$ cat src/design/obpp_pkg.sv
// package for the oriented box point push-out block
// field widths, default parameter values and the structs passed between modules
// no dependencies
package obpp_pkg;

  localparam int POS_W           = 25;
  localparam int TRIG_W          = 16;
  localparam int BOX_W           = 16;
  localparam int RAD_W           = 15;
  localparam int OUT_W           = 26;
  localparam int GROW_W          = BOX_W + 1;
  localparam int DIFF_W          = POS_W + 1;
  localparam int PROD_W          = DIFF_W + TRIG_W;
  localparam int SUM_W           = PROD_W + 1;
  localparam int LOC_W           = GROW_W;
  localparam int BPROD_W         = LOC_W + TRIG_W;
  localparam int BSUM_W          = BPROD_W + 1;
  localparam int IN_DATA_W       = 216;
  localparam int OUT_DATA_W      = 56;
  localparam int TRIG_SHIFT_DEF  = 14;
  localparam int QUEUE_DEPTH_DEF = 8;

  typedef struct packed {
    logic        [RAD_W-1:0]  grow_radius;
    logic signed [BOX_W-1:0]  box_max_z;
    logic signed [BOX_W-1:0]  box_min_z;
    logic signed [BOX_W-1:0]  box_max_x;
    logic signed [BOX_W-1:0]  box_min_x;
    logic signed [TRIG_W-1:0] sin_yaw;
    logic signed [TRIG_W-1:0] cos_yaw;
    logic signed [POS_W-1:0]  point_z;
    logic signed [POS_W-1:0]  point_x;
    logic signed [POS_W-1:0]  obj_z;
    logic signed [POS_W-1:0]  obj_x;
  } query_t;

  typedef struct packed {
    logic signed [POS_W-1:0]  obj_x;
    logic signed [POS_W-1:0]  obj_z;
    logic signed [POS_W-1:0]  point_x;
    logic signed [POS_W-1:0]  point_z;
    logic signed [TRIG_W-1:0] cos_yaw;
    logic signed [TRIG_W-1:0] sin_yaw;
    logic signed [LOC_W-1:0]  loc_x;
    logic signed [LOC_W-1:0]  loc_z;
    logic                     in_box;
  } item_t;

  typedef struct packed {
    logic signed [OUT_W-1:0] new_x;
    logic signed [OUT_W-1:0] new_z;
    logic                    pushed;
  } result_t;

endpackage

$ cat src/design/obpp_back.sv
// back part: rotates the pushed local point back to world and holds the result
// two stages with a shared stall; uses obpp_pkg
module obpp_back
  import obpp_pkg::*;
#(
  parameter int TRIG_SHIFT = TRIG_SHIFT_DEF
) (
  input  logic    clk,
  input  logic    rst,
  input  logic    q_valid,
  input  item_t   q_item,
  output logic    q_pop,
  output logic    out_valid,
  input  logic    out_ready,
  output result_t out_result
);

  logic                      advance;
  logic                      b1_valid;
  logic signed [BPROD_W-1:0] zs1, xc1, zc1, xs1;
  logic signed [POS_W-1:0]   ox1, oz1, px1, pz1;
  logic                      in_box1;

  logic signed [BSUM_W-1:0]  sx, sz, shx, shz, nx, nz;

  assign advance = !out_valid || out_ready;
  assign q_pop   = q_valid && advance;

  always_ff @(posedge clk) begin
    if (rst) begin
      b1_valid  <= 1'b0;
      out_valid <= 1'b0;
    end else if (advance) begin
      b1_valid  <= q_valid;
      out_valid <= b1_valid;
    end
  end

  always_ff @(posedge clk) begin
    if (advance) begin
      zs1     <= q_item.loc_z * q_item.sin_yaw;
      xc1     <= q_item.loc_x * q_item.cos_yaw;
      zc1     <= q_item.loc_z * q_item.cos_yaw;
      xs1     <= q_item.loc_x * q_item.sin_yaw;
      ox1     <= q_item.obj_x;
      oz1     <= q_item.obj_z;
      px1     <= q_item.point_x;
      pz1     <= q_item.point_z;
      in_box1 <= q_item.in_box;
    end
  end

  assign sx  = BSUM_W'(zs1) + BSUM_W'(xc1);
  assign sz  = BSUM_W'(zc1) - BSUM_W'(xs1);
  assign shx = sx >>> TRIG_SHIFT;
  assign shz = sz >>> TRIG_SHIFT;
  assign nx  = shx + BSUM_W'(ox1);
  assign nz  = shz + BSUM_W'(oz1);

  always_ff @(posedge clk) begin
    if (advance) begin
      out_result.pushed <= in_box1;
      if (in_box1) begin
        out_result.new_x <= nx[OUT_W-1:0];
        out_result.new_z <= nz[OUT_W-1:0];
      end else begin
        out_result.new_x <= OUT_W'(px1);
        out_result.new_z <= OUT_W'(pz1);
      end
    end
  end

endmodule

$ cat config.mk
export PLATFORM = sky130hd
export DESIGN_NAME = obpp_back
export DESIGN_NICKNAME = d
export VERILOG_FILES = /design/src/design/obpp_pkg.sv /design/src/design/obpp_back.sv
export SDC_FILE = /design/constraint.sdc
export NUM_CORES = 2
export LEC_CHECK = 0
export BUFFER_PORTS_ARGS = -buffer_cell sky130_fd_sc_hd__buf_2
export CAP_MARGIN = 20
export CORE_MARGIN = 3
export CORE_UTILIZATION = 65
export CTS_CLUSTER_SIZE = 12
export DETAILED_ROUTE_END_ITERATION = 10
export GPL_TIMING_DRIVEN = 0
export PLACE_DENSITY = 0.83
export SYNTH_ARGS = -nofsm -noshare
export SYNTH_HDL_FRONTEND = slang
export SYNTH_SLANG_ARGS = --single-unit
$ cat constraint.sdc
create_clock -name clk -period 17.6 [get_ports clk]
set_clock_uncertainty 0.1 [all_clocks]
set_input_delay 3.52 -clock clk [delete_from_list [all_inputs] [get_ports clk]]
set_output_delay 3.52 -clock clk [all_outputs]
set_load 0.03 [all_outputs]
After elaboration in Yosys (flattened, before gate mapping)
Index checks and enable logic that the tools add are counted.
{ "word_totals": {"regBits": 288, "input_bits": 171, "output_inout_bits": 55, "elab_cells": 26} }
{ "op_classes": {"add_sub_neg": 4, "multipliers": 4, "n_mux": 1, "n_reduce_logical": 3} }
{ "op_table": {"columns": ["operator", "n"], "rows": [
  ["multiplier 17 x 16 -> 33 bit", 4],
  ["adder 20 x 25 -> 26 bit", 2],
  ["two-way mux 52 bit", 1],
  ["adder 33 x 33 -> 34 bit", 1],
  ["subtractor 33 x 33 -> 34 bit", 1],
  ["logical AND 1 bit", 1],
  ["zero test 1 bit", 1],
  ["logical OR 1 bit", 1]
]} }

Longest topological paths before layout
{ "depth": {"word_depth": 3, "ltp_mapped": 25, "ltp_nobuf": 24} }

Least setup slack after synthesis
No wires, ideal clock.
{ "synth_path": {"path_kind": "input to output", "start": "in out_ready", "end": "out q_pop", "arrival_ns": 11.285, "required_time_ns": 13.980, "path_slack_ns": 2.695, "stages": 2, "n_path_buf": 0, "path_cell_list": "nand2b_1 -> and2_1"} }
{ "synth_via": {"elab_chain_cells": 2} }
{ "synth_rtl": {"columns": ["element", "line", "rtl"], "rows": [
  ["from (decl)", "obpp_back.sv:14", "input logic out_ready,"],
  ["logical OR 1 bit", "obpp_back.sv:26", "assign advance = !out_valid || out_ready;"],
  ["logical AND 1 bit", "obpp_back.sv:27", "assign q_pop = q_valid && advance;"],
  ["to (decl)", "obpp_back.sv:12", "output logic q_pop,"]
]} }
Every way passes these cells.

Worst setup path in the final report
{ "layout_path": {"start": "in q_item[39] in the netlist's numbering", "end": "reg zs1[32], data pin"} }
{ "layout_via": {"elab_chain_cells": 1} }
{ "layout_rtl": {"columns": ["element", "line", "rtl"], "rows": [
  ["from (decl)", "obpp_back.sv:11", "input item_t q_item,"],
  ["multiplier 17 x 16 -> 33 bit", "obpp_back.sv:41", "zs1 <= q_item.loc_z * q_item.sin_yaw;"],
  ["to (signal assigned)", "obpp_back.sv:41", null],
  ["to (decl)", "obpp_back.sv:20", "logic signed [BPROD_W-1:0] zs1, xc1, zc1, xs1;"]
]} }
Every way passes these cells.
A chain may end at the register's enable or synchronous reset.

==> results.sh <==
export IMPL_max_slew_worst_pin_slew_ps=1250
export IMPL_drive_gt1_share_pct=5.86
export IMPL_worst_ep_arrival_time_ps=10990
export IMPL_post_route_min_period_ps=10820
export IMPL_top_layer_used="met5"
export IMPL_synth_area_leader_cell="fa_1"
export IMPL_clk_path_buf_depth=3
export IMPL_cts_root_buf="clkbuf_16"
export IMPL_final_hold_violation_count=0
export IMPL_die_h_um=298
export IMPL_port_buffers=223
export IMPL_wl_met3_mm=21.7
export IMPL_wire_per_inst_um=24.5
export IMPL_synthTopCellsByArea="fa_1 40%, edfxtp_1 16%, ha_1 10%"
export IMPL_setup_viol=0
export IMPL_path_max_fanout=10
export IMPL_dp_hpwl_mm=142
export IMPL_htree_levels=2
export IMPL_synthFlopType="edfxtp_1"
export IMPL_cts_setup_buffers=0
export IMPL_cp_required_ps=17770
export IMPL_wl_met2_mm=77.8
export IMPL_synth_simple_area_share_pct=13.9
export IMPL_cts_sinks=288
export IMPL_clk_pin_slew_ps=60
export IMPL_syn_instance_count=5612
export IMPL_fin_tns_setup_ps=0
export IMPL_syn_area_um2=55300
export IMPL_ys_seq_area_share_pct=15.6
export IMPL_synthArstFlopShare_pct=0
export IMPL_drt_met1_wl_mm=62.0
export IMPL_drt_pre_antenna_iters=5
export IMPL_synth_xor_area_share_pct=3.20
export IMPL_cp_common_cell="fa_1"
export IMPL_crit_type="input port to register"
export IMPL_maxSlewHeadroom_pct=16.7
export IMPL_tritoncts="built"
export IMPL_wl_mm=173
export IMPL_crit_slowest_cell="fa_1"
export IMPL_synth_commonest_cells="1,274 x inv_1, 1,106 x fa_1, 579 x nand2_1"
export IMPL_synth_edf_count=286
export IMPL_fillers=6416
export IMPL_vias_per_cell=5.93
export IMPL_muxShareOfSynthArea_pct=0.666
export IMPL_vias=41900
export IMPL_grt_pass1_vias=44300
export IMPL_status="finished, final reports clean"
export IMPL_initial_utilization_pct=65.8
export IMPL_start_kind="input port"
export IMPL_cts_buffers=35
export IMPL_clkLatencyLatePin_ps=550
export IMPL_grt_max_degree=75
export IMPL_ant_nets=0
export IMPL_endpoint_kind="register"
export IMPL_hold_buffers=0
export IMPL_drtIter0Drc=4083
export IMPL_ys_ff_latch=288
export IMPL_drc=0
export IMPL_gp_congestion=1.04
export IMPL_drv_slew=0
export IMPL_grt_antenna_before_repair=23
export IMPL_syn_area_per_cell_um2=9.85
export IMPL_nets=7609
export IMPL_die_x_um=298
export IMPL_fp_row_count=106
export IMPL_yosysMostFrequentCell="inv_1"
export IMPL_grt_usage_pct=39.8
export IMPL_synth_warnings=0
export IMPL_synth_compound_area_share_pct=6.19
export IMPL_dieArea_um2=88500
export IMPL_core_area_um2=84000
export IMPL_pin_count=226
export IMPL_hold_path_class="register to register"
export IMPL_post_route_period_util_pct=61.5
export IMPL_gr_total_overflow=0
export IMPL_area_growth_syn_to_layout_pct=7.16
export IMPL_grt_first_pass_wirelength_mm=261
export IMPL_timing_fmax_mhz=92.4
export IMPL_slowest_delay_ps=840
export IMPL_syn_nets=7339
export IMPL_synth_top_family_by_area="adder cells"
export IMPL_ctsResizeCount=0
export IMPL_yosys_cell_types_count=84
export IMPL_grt_setup_unrepaired="false"
export IMPL_synth_top_area_share_pct=40.1
export IMPL_worstPathCellList="buf_2 > clkbuf_1 > nand2_1 > fa_1 > inv_1 > fa_1 > fa_1 > fa_1 > fa_1 > inv_1 > fa_1 > inv_1 > ha_1 > and4_1 > nand2_1 > nor2_1 > nand3_1 > a21oi_1 > and4b_1 > nor3_1 > nor3_1 > or3b_1"
export IMPL_synth_fa_ha_area_share_pct=50.3
export IMPL_maxCapViolCount=0
[logic make-up (layout without fill, tap and decap cells)]
kind of cell | Yosys count | count (layout)
compound gates | 510 | 510
flops | 288 | 288
simple gates | 1530 | 1530
other cells | 0 | 19
fa+ha+maj | 1556 | 1556
xor+xnor | 202 | 202
buf+inv | 1493 | 1788
mux | 33 | 33
[final timing paths]
check / startpoint / endpoint / slack, ps / depth (start not counted)
max reg2reg: zc1[2] / out_result[23] / 11320 / 16
max: q_item[39] / zs1[32] / 6780 / 22
min reg2reg: b1_valid / out_valid / 360 / 2
min: b1_valid / out_valid / 360 / 2
[registers in the layout (all words and copies together) (netlist names)]
signal      count
px1            25
out_valid       1
oz1            25
zc1            33
xs1            33
in_box1         1
pz1            25
b1_valid        1
ox1            25
out_result     53
zs1            33
xc1            33
[final cells by class]
| class | count | area (um^2) | area share [%] |
|---|---|---|---|
| Clock buffer | 45 | 935 | 1.58 |
| Buffer | 214 | 817 | 1.38 |
| Sequential cell | 288 | 8630 | 14.6 |
| Antenna cell | 19 | 47.5 | 0.0803 |
| Tap cell | 1134 | 1420 | 2.40 |
| Clock inverter | 17 | 231 | 0.391 |
| Multi-Input combinational cell | 3831 | 41000 | 69.2 |
| Timing Repair Buffer | 233 | 1320 | 2.22 |
| Inverter | 1279 | 4810 | 8.13 |
[layout by cell type, fill, tap and decap left out, types with 20 or more instances in the layout]
master,instances
inv_1,1274
fa_1,1106
nand2_1,579
and2_1,537
ha_1,450
edfxtp_1,286
buf_2,223
clkbuf_1,220
nor2_1,158
xnor2_1,154
a21oi_1,139
a21o_1,78
o21ai_0,68
nor3_1,55
xor2_1,48
nand3_1,47
nand2b_1,40
clkbuf_16,36
mux2_2,30
o21bai_1,27
o21a_1,26
a31oi_1,22
nor2b_1,20
[metal layers]
| metal | vias to the layer above | track usage (%) |
|---|---|---|
| met4 | 18 | 21.5 |
| li1 | 17700 | - |
| met5 | - | 0 |
| met1 | 21200 | 51.1 |
| met3 | 591 | 12.1 |
| met2 | 2295 | 61.2 |
[critical path: cells and delay by family]
family | cells | cell delay (ps)
adders and majority gates | 7 | 3850
and+or+nand+nor | 9 | 2110
buffers and inverters | 5 | 1180
AOI/OAI and AO/OA | 1 | 310
[through the flow]
stage	instances	worst slack [ps]	instance area, um^2	hold slack [ps]	util [%]
finish	7060	6780	59200	358	70.5
global placement	6969	6.26	57800	357	68.8
CTS	7035	6580	59100	364	70.4
detailed placement	6973	6020	57900	359	69.0
global route	7042	6560	59200	383	70.5
floorplan	5612	2690	55300	319	-
Power is not shown: default switching activity piles up to over one toggle a cycle in this logic, so the estimate is an artifact.
