## config.mk

```make
export PLATFORM = sky130hd
export DESIGN_NAME = obpp_queue
export DESIGN_NICKNAME = d
export VERILOG_FILES = /design/src/design/obpp_pkg.sv /design/src/design/obpp_queue.sv
export SDC_FILE = /design/constraint.sdc
export NUM_CORES = 1
export LEC_CHECK = 0
export BUFFER_PORTS_ARGS = -buffer_cell sky130_fd_sc_hd__buf_4
export CAP_MARGIN = 20
export CORE_ASPECT_RATIO = 1.25
export CORE_MARGIN = 2
export CORE_UTILIZATION = 45
export DETAILED_ROUTE_END_ITERATION = 16
export PLACE_DENSITY = 0.62
export SETUP_SLACK_MARGIN = 0.3
export SYNTH_ARGS = -nofsm -noshare
export SYNTH_HDL_FRONTEND = slang
export SYNTH_SLANG_ARGS = --single-unit
```

## constraint.sdc

```tcl
create_clock -name clk -period 28.3 [get_ports clk]
set_input_delay 0 -clock clk [delete_from_list [all_inputs] [get_ports clk]]
set_output_delay 0 -clock clk [all_outputs]
set_load 0.01 [all_outputs]
```

## src/design/obpp_pkg.sv

```systemverilog
// package for the oriented box point push-out block
// field widths, default parameter values and the structs passed between modules
// no dependencies
package obpp_pkg;

  localparam int POS_W           = 25;
  localparam int TRIG_W          = 16;
  localparam int BOX_W           = 16;
  localparam int RAD_W           = 15;
  localparam int OUT_W           = 26;
  localparam int GROW_W          = BOX_W + 1;
  localparam int DIFF_W          = POS_W + 1;
  localparam int PROD_W          = DIFF_W + TRIG_W;
  localparam int SUM_W           = PROD_W + 1;
  localparam int LOC_W           = GROW_W;
  localparam int BPROD_W         = LOC_W + TRIG_W;
  localparam int BSUM_W          = BPROD_W + 1;
  localparam int IN_DATA_W       = 216;
  localparam int OUT_DATA_W      = 56;
  localparam int TRIG_SHIFT_DEF  = 14;
  localparam int QUEUE_DEPTH_DEF = 8;

  typedef struct packed {
    logic        [RAD_W-1:0]  grow_radius;
    logic signed [BOX_W-1:0]  box_max_z;
    logic signed [BOX_W-1:0]  box_min_z;
    logic signed [BOX_W-1:0]  box_max_x;
    logic signed [BOX_W-1:0]  box_min_x;
    logic signed [TRIG_W-1:0] sin_yaw;
    logic signed [TRIG_W-1:0] cos_yaw;
    logic signed [POS_W-1:0]  point_z;
    logic signed [POS_W-1:0]  point_x;
    logic signed [POS_W-1:0]  obj_z;
    logic signed [POS_W-1:0]  obj_x;
  } query_t;

  typedef struct packed {
    logic signed [POS_W-1:0]  obj_x;
    logic signed [POS_W-1:0]  obj_z;
    logic signed [POS_W-1:0]  point_x;
    logic signed [POS_W-1:0]  point_z;
    logic signed [TRIG_W-1:0] cos_yaw;
    logic signed [TRIG_W-1:0] sin_yaw;
    logic signed [LOC_W-1:0]  loc_x;
    logic signed [LOC_W-1:0]  loc_z;
    logic                     in_box;
  } item_t;

  typedef struct packed {
    logic signed [OUT_W-1:0] new_x;
    logic signed [OUT_W-1:0] new_z;
    logic                    pushed;
  } result_t;

endpackage

```

## src/design/obpp_queue.sv

```systemverilog
// short queue between the front and back parts
// register array with a fill count; uses obpp_pkg for the item type
module obpp_queue
  import obpp_pkg::*;
#(
  parameter int QUEUE_DEPTH = QUEUE_DEPTH_DEF
) (
  input  logic  clk,
  input  logic  rst,
  input  logic  wr_valid,
  input  item_t wr_item,
  output logic  rd_valid,
  output item_t rd_item,
  input  logic  rd_pop
);

  localparam int AW = (QUEUE_DEPTH > 1) ? $clog2(QUEUE_DEPTH) : 1;
  localparam int CW = $clog2(QUEUE_DEPTH + 1);

  item_t          mem [QUEUE_DEPTH];
  logic [AW-1:0]  wr_ptr, rd_ptr;
  logic [CW-1:0]  count;

  assign rd_valid = (count != '0);
  assign rd_item  = mem[rd_ptr];

  always_ff @(posedge clk) begin
    if (wr_valid) begin
      mem[wr_ptr] <= wr_item;
    end
  end

  always_ff @(posedge clk) begin
    if (rst) begin
      wr_ptr <= '0;
      rd_ptr <= '0;
      count  <= '0;
    end else begin
      if (wr_valid) begin
        wr_ptr <= (wr_ptr == AW'(QUEUE_DEPTH - 1)) ? '0 : wr_ptr + AW'(1);
      end
      if (rd_pop) begin
        rd_ptr <= (rd_ptr == AW'(QUEUE_DEPTH - 1)) ? '0 : rd_ptr + AW'(1);
      end
      count <= count + CW'(wr_valid) - CW'(rd_pop);
    end
  end

endmodule

```

### Yosys cells after proc, flatten, opt, wreduce, memory -nomap -nowiden

Memory sizes are Yosys's and may differ from the RTL's. A register that Yosys moved wholly into a read port is not among the register bits.
Index checks and enable logic that the tools add are counted.

* add/subtract/negate cells: 4
* eq/ne operators: 2
* multiplexer cells: 6
* reductions and logical operators: 1

Operators by type and width (count)
* $mux 3: 4
* $add 3x1->3 const B: 2
* $eq 3x3->1 const B: 2
* $add 4x1->4: 1
* $reduce_bool 4->1: 1
* $sub 4x1->4: 1
* $mux 1: 2

* register bits: 10
* memory bits (writable): 1336
* input bits: 171
* output and inout port bits: 168
* logic and storage cells: 17
* memories: 1

Memories
* mem: depth 8, width 167, read ports 1, clocked after memory_dff 1, write ports 1, line obpp_queue.sv:20 `item_t mem [QUEUE_DEPTH];`

### Longest topological paths before layout

Gate-level depths: netlist of the first run.

* depth in word-level cells: 4
* mapped depth: 7
* gate-level depth less buffers: 7

### Worst setup path before layout of the first run

No wires, ideal clock.

* path kind: reg2reg
* from: register wr_ptr[0]
* to: memory mem[0][0] in the netlist's numbering, enable pin
* setup time: 899 ps
* arrival time: 11766 ps
* required time: 27401 ps
* slack: 15635 ps
* cell stages (with the launch flop): 3
* buffers on the path: 0
* clock period less this slack: 12665 ps
* cell sequence: dfxtp_1 > nand2b_1 > nor3_1

RTL lines
* from (decl): line obpp_queue.sv:21 `logic [AW-1:0] wr_ptr, rd_ptr;`
* from (signal assigned): line obpp_queue.sv:40 `wr_ptr <= (wr_ptr == AW'(QUEUE_DEPTH - 1)) ? '0 : wr_ptr + AW'(1);`
* to (decl): line obpp_queue.sv:20

Straight into the memory's write port.

==> metrics.yaml, run 1 <==
outcome:
  status: "finished, final reports clean"
routing:
  ant_nets: 0
  dr.first_iter.drc_count: 1598
  wl_per_cell_um: 24.6
  routed_via_density: 5.45
  first_pass_iters: 5
  vias: 23300
  routed_wl_um: 105000
  drc: 0
timing:
  rsz0062_at_grt: "no"
  setup_viol: 0
  drv_slew: 0
  finClkSkew_ps: 29.4
  finalCriticalPeriod_ps: 5500
  worstMarginPinSlew_ps: 1070
  holdWs_ps: 57.7
  slew_headroom_pct: 29.0
  finalWorstSetupSlack_ps: 22800
  hold_viol_final: 0
  fmax_mhz: 182
  period_share_pct: 19.4
  setup-tns-final_ps: 0
global_routing:
  globalRouteOverflowTotal: 0
  grt_pass1_wl_um: 158000
  grt_max_degree: 105
  first_global_vias: 25500
  antenna_found_initial: 11
  grt_usage_pct: 18.5
hold_path:
  min_from: "wr_item[59]"
  hold_path_class: "primary input to register"
  holdPathStages: 2
  holdPathEnd: "mem[0][59]"
logic_synthesis:
  synth_cell_types: 24
  ys_warn_count: 0
  synth_top_family_by_area: "multiplexers"
  synth_compound_area_share_pct: 0.0764
  synth.area.mux_share_pct: 18.6
  synth_fa_ha_area_share_pct: 0.261
  synth_area_per_cell_um2: 25.4
  synthXorXnorAreaFrac_pct: 0.0173
  synth_seq_area_share_pct: 79.6
  syn_area_um2: 50800
  syn_nets: 2182
  synth-simple-area-share_pct: 0.298
  ys_seq_elements: 1349
  synthCells: 2001
layout:
  multi_input_area_um2: 9810
  n_fill_cell: 8326
  layout.area.seq_um2: 40400
  drive_gt1_share_pct: 38.1
  nets: 2892
  syn2layout_area_growth_pct: 22.0
  fin_util_pct: 55.4
setup_path:
  r2r_cells: 4
  criticalPathCategory: "register to output pin"
  path_cells: "buf_4, buf_4, buf_4, mux4_2, mux2_2, buf_4"
  critPathArrivalTime_ps: 5500
  crit_buf_inv: 4
  r2r_slack_ps: 24740
  crit_path_start_kind: "register"
  r2r-start: "wr_ptr[0]"
  timing.rr.end: "mem[5][116]"
  crit_fanout: 49
  crit_top_cell: "buf_4"
  crit_required_ps: 28300
  cp_top_family: "buffers and inverters"
  slowest_stage: "dfxtp_4"
  max_stage_delay_ps: 910
  end_kind: "output pin"
place:
  dp_slack_ps: 23320
  gp_congestion: 0.712
  hpwl_um: 55600
  port_buffers: 338
floorplan:
  die_w_um: 304
  start_util_pct: 45.4
  core_area_um2: 112000
  die_h_um: 379
  ios: 339
  num_rows: 137
  dieArea_um2: 116000
clock_tree:
  clock_sinks: 1349
  numCtsBuffers: 131
  htreeDepth: 4
  cts_max_path_buffers: 3
  cts-root-buf: "clkbuf_16"
  clock_latency_ps: 760
  post-cts-setup-buffers: 0
  cts_tree: "yes"
  clk_pin_slew_worst_paths_ps: 60
power:
  vdd_ir_drop_max_v: 0.0000632
  powerDensity_nw_per_um2: 68.3
  p_leak_nw: 19.8
job:
  maxCapViolCount: 0
registers in the layout, summed over array words and instances, names as in the netlist, named ones only:
name and flops:
mem 1336, count 4, rd_ptr 3, wr_ptr 3
cells in the mapped netlist:
cell type	count	area, um2
a21oi_1	5	25.0
a31o_2	1	8.76
buf_1	17	63.8
buf_2	19	95.1
buf_6	29	327
clkbuf_1	29	109
dfxtp_1	13	260
edfxtp_1	1336	40100
fa_1	1	20.0
ha_1	9	113
inv_1	7	26.3
mux2_2	167	1880
mux2i_1	2	20.0
mux4_2	334	7520
nand2_1	3	11.3
nand2b_1	6	37.5
nand3_1	2	10.0
nand3b_1	2	15.0
nor2_1	11	41.3
nor2b_1	3	18.8
nor3_1	2	10.0
nor3b_1	1	7.51
o21ai_0	1	5.00
xnor2_1	1	8.76
report_power, final:
| part | switching (mW) | leakage (nW) | internal [mW] |
|---|---|---|---|
| registers | 0.0134 | 12.2 | 2.24 |
| clock network | 0.715 | 1.98 | 0.942 |
| logic | 0.153 | 5.59 | 0.171 |
worst max path at each step:
stage	start	end	slack (ps)	depth (start not counted)
detailed placement	register	rd_item[134]	23320	6
global placement	register	rd_item[80]	23400	6
finish	register	rd_item[123]	22800	6
floorplan	wr_ptr[0]	mem[0][0]	15640	2
global route	register	rd_item[123]	22180	6
CTS	register	rd_item[135]	22470	6
layout by cell type (no fill, tap or decap), drive strengths merged:
cell type,count
xnor2,1
edfxtp,1336
dlygate4sd3,288
ha,9
mux2i,2
o21ai,1
clkinvlp,5
buf,383
nand3,2
fa,1
nor3b,1
mux4,334
mux2,167
inv,13
clkinv,43
clkbuf,176
nor3,2
diode,4
bufinv,5
nor2,11
nor2b,3
nand2b,6
dfxtp,13
a21oi,5
a31o,1
nand2,3
nand3b,2
timing repair:
item                                    CTS  global route
resized for setup                         0             0
hold buffers                            288             0
endpoints found under the hold margin  1349             0
cell families after synthesis:
logic type	Yosys count
XOR/XNOR	1
flip-flops	1349
adder cells (fa/ha/maj)	10
buffers and inverters	101
multiplexers	503
AND/OR/NAND/NOR	30
AO/OA/AOI/OAI	7
stage by stage:
stage                     cells  instance area (um2)  power [mW]
final                      4276                61900        4.23
after global routing       4275                61900        4.38
after CTS                  4271                61900        4.28
after detailed placement   3748                54900        2.59
after global placement     3748                54900        2.58
after floorplan            2001                50800        2.47
final cells by class:
class                   instances  area share (%)
flip-flops and latches       1349            65.2
multi-input cells             551            15.8
repair buffers                671            9.35
clock buffers                 176            5.80
well taps                    1459            2.95
clock inverters                59           0.790
inverters                       7          0.0424
diodes                          4          0.0162
per-layer routing:
metal	vias to the layer above	routed length [um]	global-route usage, %
li1	10000	-	-
met1	12500	44200	24.5
met2	597	52700	30.7
met3	156	5800	4.06
met4	14	2360	5.97
met5	-	88	0
Note: power is estimated with default switching activity, not from simulation.
==> run 2: changes to the inputs <==
--- a/config.mk
+++ b/config.mk
@@ -11,7 +11,7 @@
 export CORE_MARGIN = 2
 export CORE_UTILIZATION = 45
 export DETAILED_ROUTE_END_ITERATION = 16
-export PLACE_DENSITY = 0.62
+export PLACE_DENSITY = 0.65
 export SETUP_SLACK_MARGIN = 0.3
 export SYNTH_ARGS = -nofsm -noshare
 export SYNTH_HDL_FRONTEND = slang
==> constraint.sdc (replaced) <==
create_clock -name clk -period 4.96 [get_ports clk]
set_input_delay 0 -clock clk [delete_from_list [all_inputs] [get_ports clk]]
set_output_delay 0 -clock clk [all_outputs]
set_load 0.01 [all_outputs]
==> run 2 against run 1 <==
Net effect: combinational power rose to 5.8 times the previous value; die area did not move; routed wire length rose by 1.1%; clock power rose to 5.7 times the previous value; design area barely moved; non-clock buffer count is 21 lower; first-iteration DRC count is 3.9% higher; worst setup slack worse by 21000 ps; sequential power grew to 5.7 times the previous value; global-route usage grew 0.074 points; clock-buffer cell count down 7; final cell count is 0.63% lower; critical path type unchanged.
==> metrics.yaml, run 2 (synthesis gave the netlist of run 1 again) <==
setup_path:
  worstSetupPathDepth: 4  # -2
  criticalPathCategory: "register to output pin"
  crit_required_ps: 4960  # -23340 ps
  slowest_stage: "dfxtp_4"
  r2r_slack_ps: 2480  # -22260 ps
  crit_path_start_kind: "register"
  r2r-start: "wr_ptr[2]"
  timing.rr.end: "mem[7][162]"
  critPathArrivalTime_ps: 3280  # -2220 ps
  end_kind: "output pin"
  crit_buf_inv: 2  # -2
  max_stage_delay_ps: 1040  # +130 ps
  crit_fanout: 88  # +80%
  cp_top_family: "flip-flops"
  cp-endpoint: "rd_item[117]"
  r2r_cells: 3  # -1
  path_cells: "buf_12, mux4_2, mux2_2, buf_4"
layout:
  final_area_um2: 62000  # about the same
  final_cells: 4249  # -0.63%
  drive_gt1_share_pct: 38.6  # +0.44 points
  syn2layout_area_growth_pct: 22.1  # about the same
  nets: 2871  # -0.73%
  top_register: "mem"
  final_common_cell: "edfxtp_1"
  reg_top3: "mem: 1336 flops, count: 4 flops"
  largest_reg_flops: 1336  # unchanged
  layout_common_cells: "edfxtp_1, buf_4, mux4_2, dlygate4sd3_1, mux2_2"
clock_tree:
  clock_latency_ps: 740  # -20 ps
  cts-root-buf: "clkbuf_16"
  cts_tree: "yes"
  post-cts-setup-buffers: 0  # unchanged
  numCtsBuffers: 131  # unchanged
  clk_pin_slew_worst_paths_ps: 60  # about the same
  htreeDepth: 4  # unchanged
  cts_resized: 0  # unchanged
  clock_sinks: 1349  # unchanged
  cts_max_path_buffers: 3  # unchanged
timing:
  finClkSkew_ps: 17.3  # -12.1 ps
  finalCriticalPeriod_ps: 3280
  slew_headroom_pct: 28.2  # -0.78 points
  finalWorstSetupSlack_ps: 1680  # -21120 ps
  hold_viol_final: 0  # unchanged
  period_share_pct: 66.1
  drv_slew: 0  # unchanged
  fmax_mhz: 305
  setup_viol: 0  # unchanged
  rsz0062_at_grt: "no"
  worstMarginPinSlew_ps: 1080  # +11.7 ps
routing:
  routed_wl_um: 106000  # +1.1%
  routed_via_density: 5.44  # -0.14%
  vias: 23100  # -0.77%
  first_pass_iters: 5  # unchanged
  dr.first_iter.drc_count: 1661  # +3.9%
  drc: 0  # unchanged
  wl_per_cell_um: 25.0  # +1.8%
  ant_nets: 0  # unchanged
place:
  place_inst: 3752  # +0.11%
  post_dp_cell_area_um2: 55300  # +0.64%
  gp_congestion: 0.697  # -2.1%
  hpwl_um: 55100  # -0.91%
  dp_slack_ps: 2350  # -20970 ps
  port_buffers: 338  # unchanged
floorplan:
  ios: 339  # unchanged
  num_rows: 137  # unchanged
  start_util_pct: 45.4  # unchanged
  die_h_um: 379  # unchanged
  core_area_um2: 112000  # unchanged
  die_w_um: 304  # unchanged
  dieArea_um2: 116000  # unchanged
job:
  maxCapViolCount: 0  # unchanged
global_routing:
  antenna_found_initial: 7  # -4
  first_global_vias: 25200  # -1.2%
  grt_max_degree: 97  # -7.6%
  grt_pass1_wl_um: 158000  # +0.14%
  grt_usage_pct: 18.5  # +0.074 points
  globalRouteOverflowTotal: 0  # unchanged
power:
  seqPwrFrac_pct: 53.1  # about the same
  p_comb_share_pct: 7.8  # about the same
  vdd_ir_drop_max_v: 0.000338  # +430%
  p_sw_mw: 4.96  # +460%
  sw_frac_of_total_pct: 20.5  # -0.28 points
  pwr-share-clk_pct: 39.1  # about the same
  p_int_mw: 19.2  # +470%
  p_leak_nw: 19.8  # -0.10%
  powerDensity_nw_per_um2: 390  # +470%
outcome:
  status: "finished, final reports clean"
hold_path:
  hold_path_class: "primary input to register"
run 2: cell types whose count changed in the layout (fill, tap and decap cells not counted), sizes merged:
| cell | delta |
|---|---|
| buf | +3 |
| bufinv | +4 |
| clkbuf | -7 |
| clkinvlp | -2 |
| dlygate4sd3 | -24 |
| inv | -1 |
run 2: worst register-to-register path, delay by kind of cell, from the launching register on:
kind	cells	cell delay [ps]
buffers and inverters	1	430
flip-flops	1	540
AND/OR/NAND/NOR	2	1050
run 2: worst min path at each step:
stage	startpoint	cells past startpoint	end
6_report	wr_item[14]	2	mem[6][14]
4_1_cts	wr_item[62]	2	mem[0][62]
2_1_floorplan	wr_item[0]	0	mem[0][0]
3_3_place_gp	wr_item[1]	1	mem[0][1]
5_1_grt	wr_item[145]	2	mem[6][145]
3_5_place_dp	wr_item[48]	1	mem[2][48]
run 2: power by group through the flow:
stage	Combinational [mW]	Clock [mW]	Sequential [mW]
global route	2.02	10.1	12.9
global placement	1.67	0	13.1
CTS	1.91	9.70	12.8
floorplan	0.942	0	13.1
finish	1.88	9.47	12.8
detailed placement	1.72	0	13.1
run 2: layout make-up:
type	count	area (um2)
Antenna cell	4	10.0
Clock buffer	169	3520
Clock inverter	60	531
Fill cell	8272	49800
Inverter	7	26.3
Multi-Input combinational cell	551	9840
Sequential cell	1349	40400
Tap cell	1459	1830
Timing Repair Buffer	650	5850
run 2: timing repair:
action                                 in CTS  in global routing
setup endpoints to repair                   0                  0
endpoints found under the hold margin    1378                  0
hold buffers                              264                  0
run 2: layer usage:
metal  GRT usage, %  routed length [um]  vias to the layer above
met2           31.8               54700                      614
met1           23.9               43400                    12300
met5              0                  66                        -
met4           5.44                2260                       10
li1               -                   -                     9990
met3           4.06                5920                      161
run 2: per-stage QoR:
stage	utilization (%)	hold slack, ps	setup TNS [ps]	power, mW
5_1_grt	55.5	15.7	0	25.0
4_1_cts	55.5	0.644	0	24.5
3_3_place_gp	49.4	225	0	14.7
3_5_place_dp	49.5	233	0	14.8
2_1_floorplan	-	98.9	-478920	14.0
6_report	55.5	56.6	0	24.2
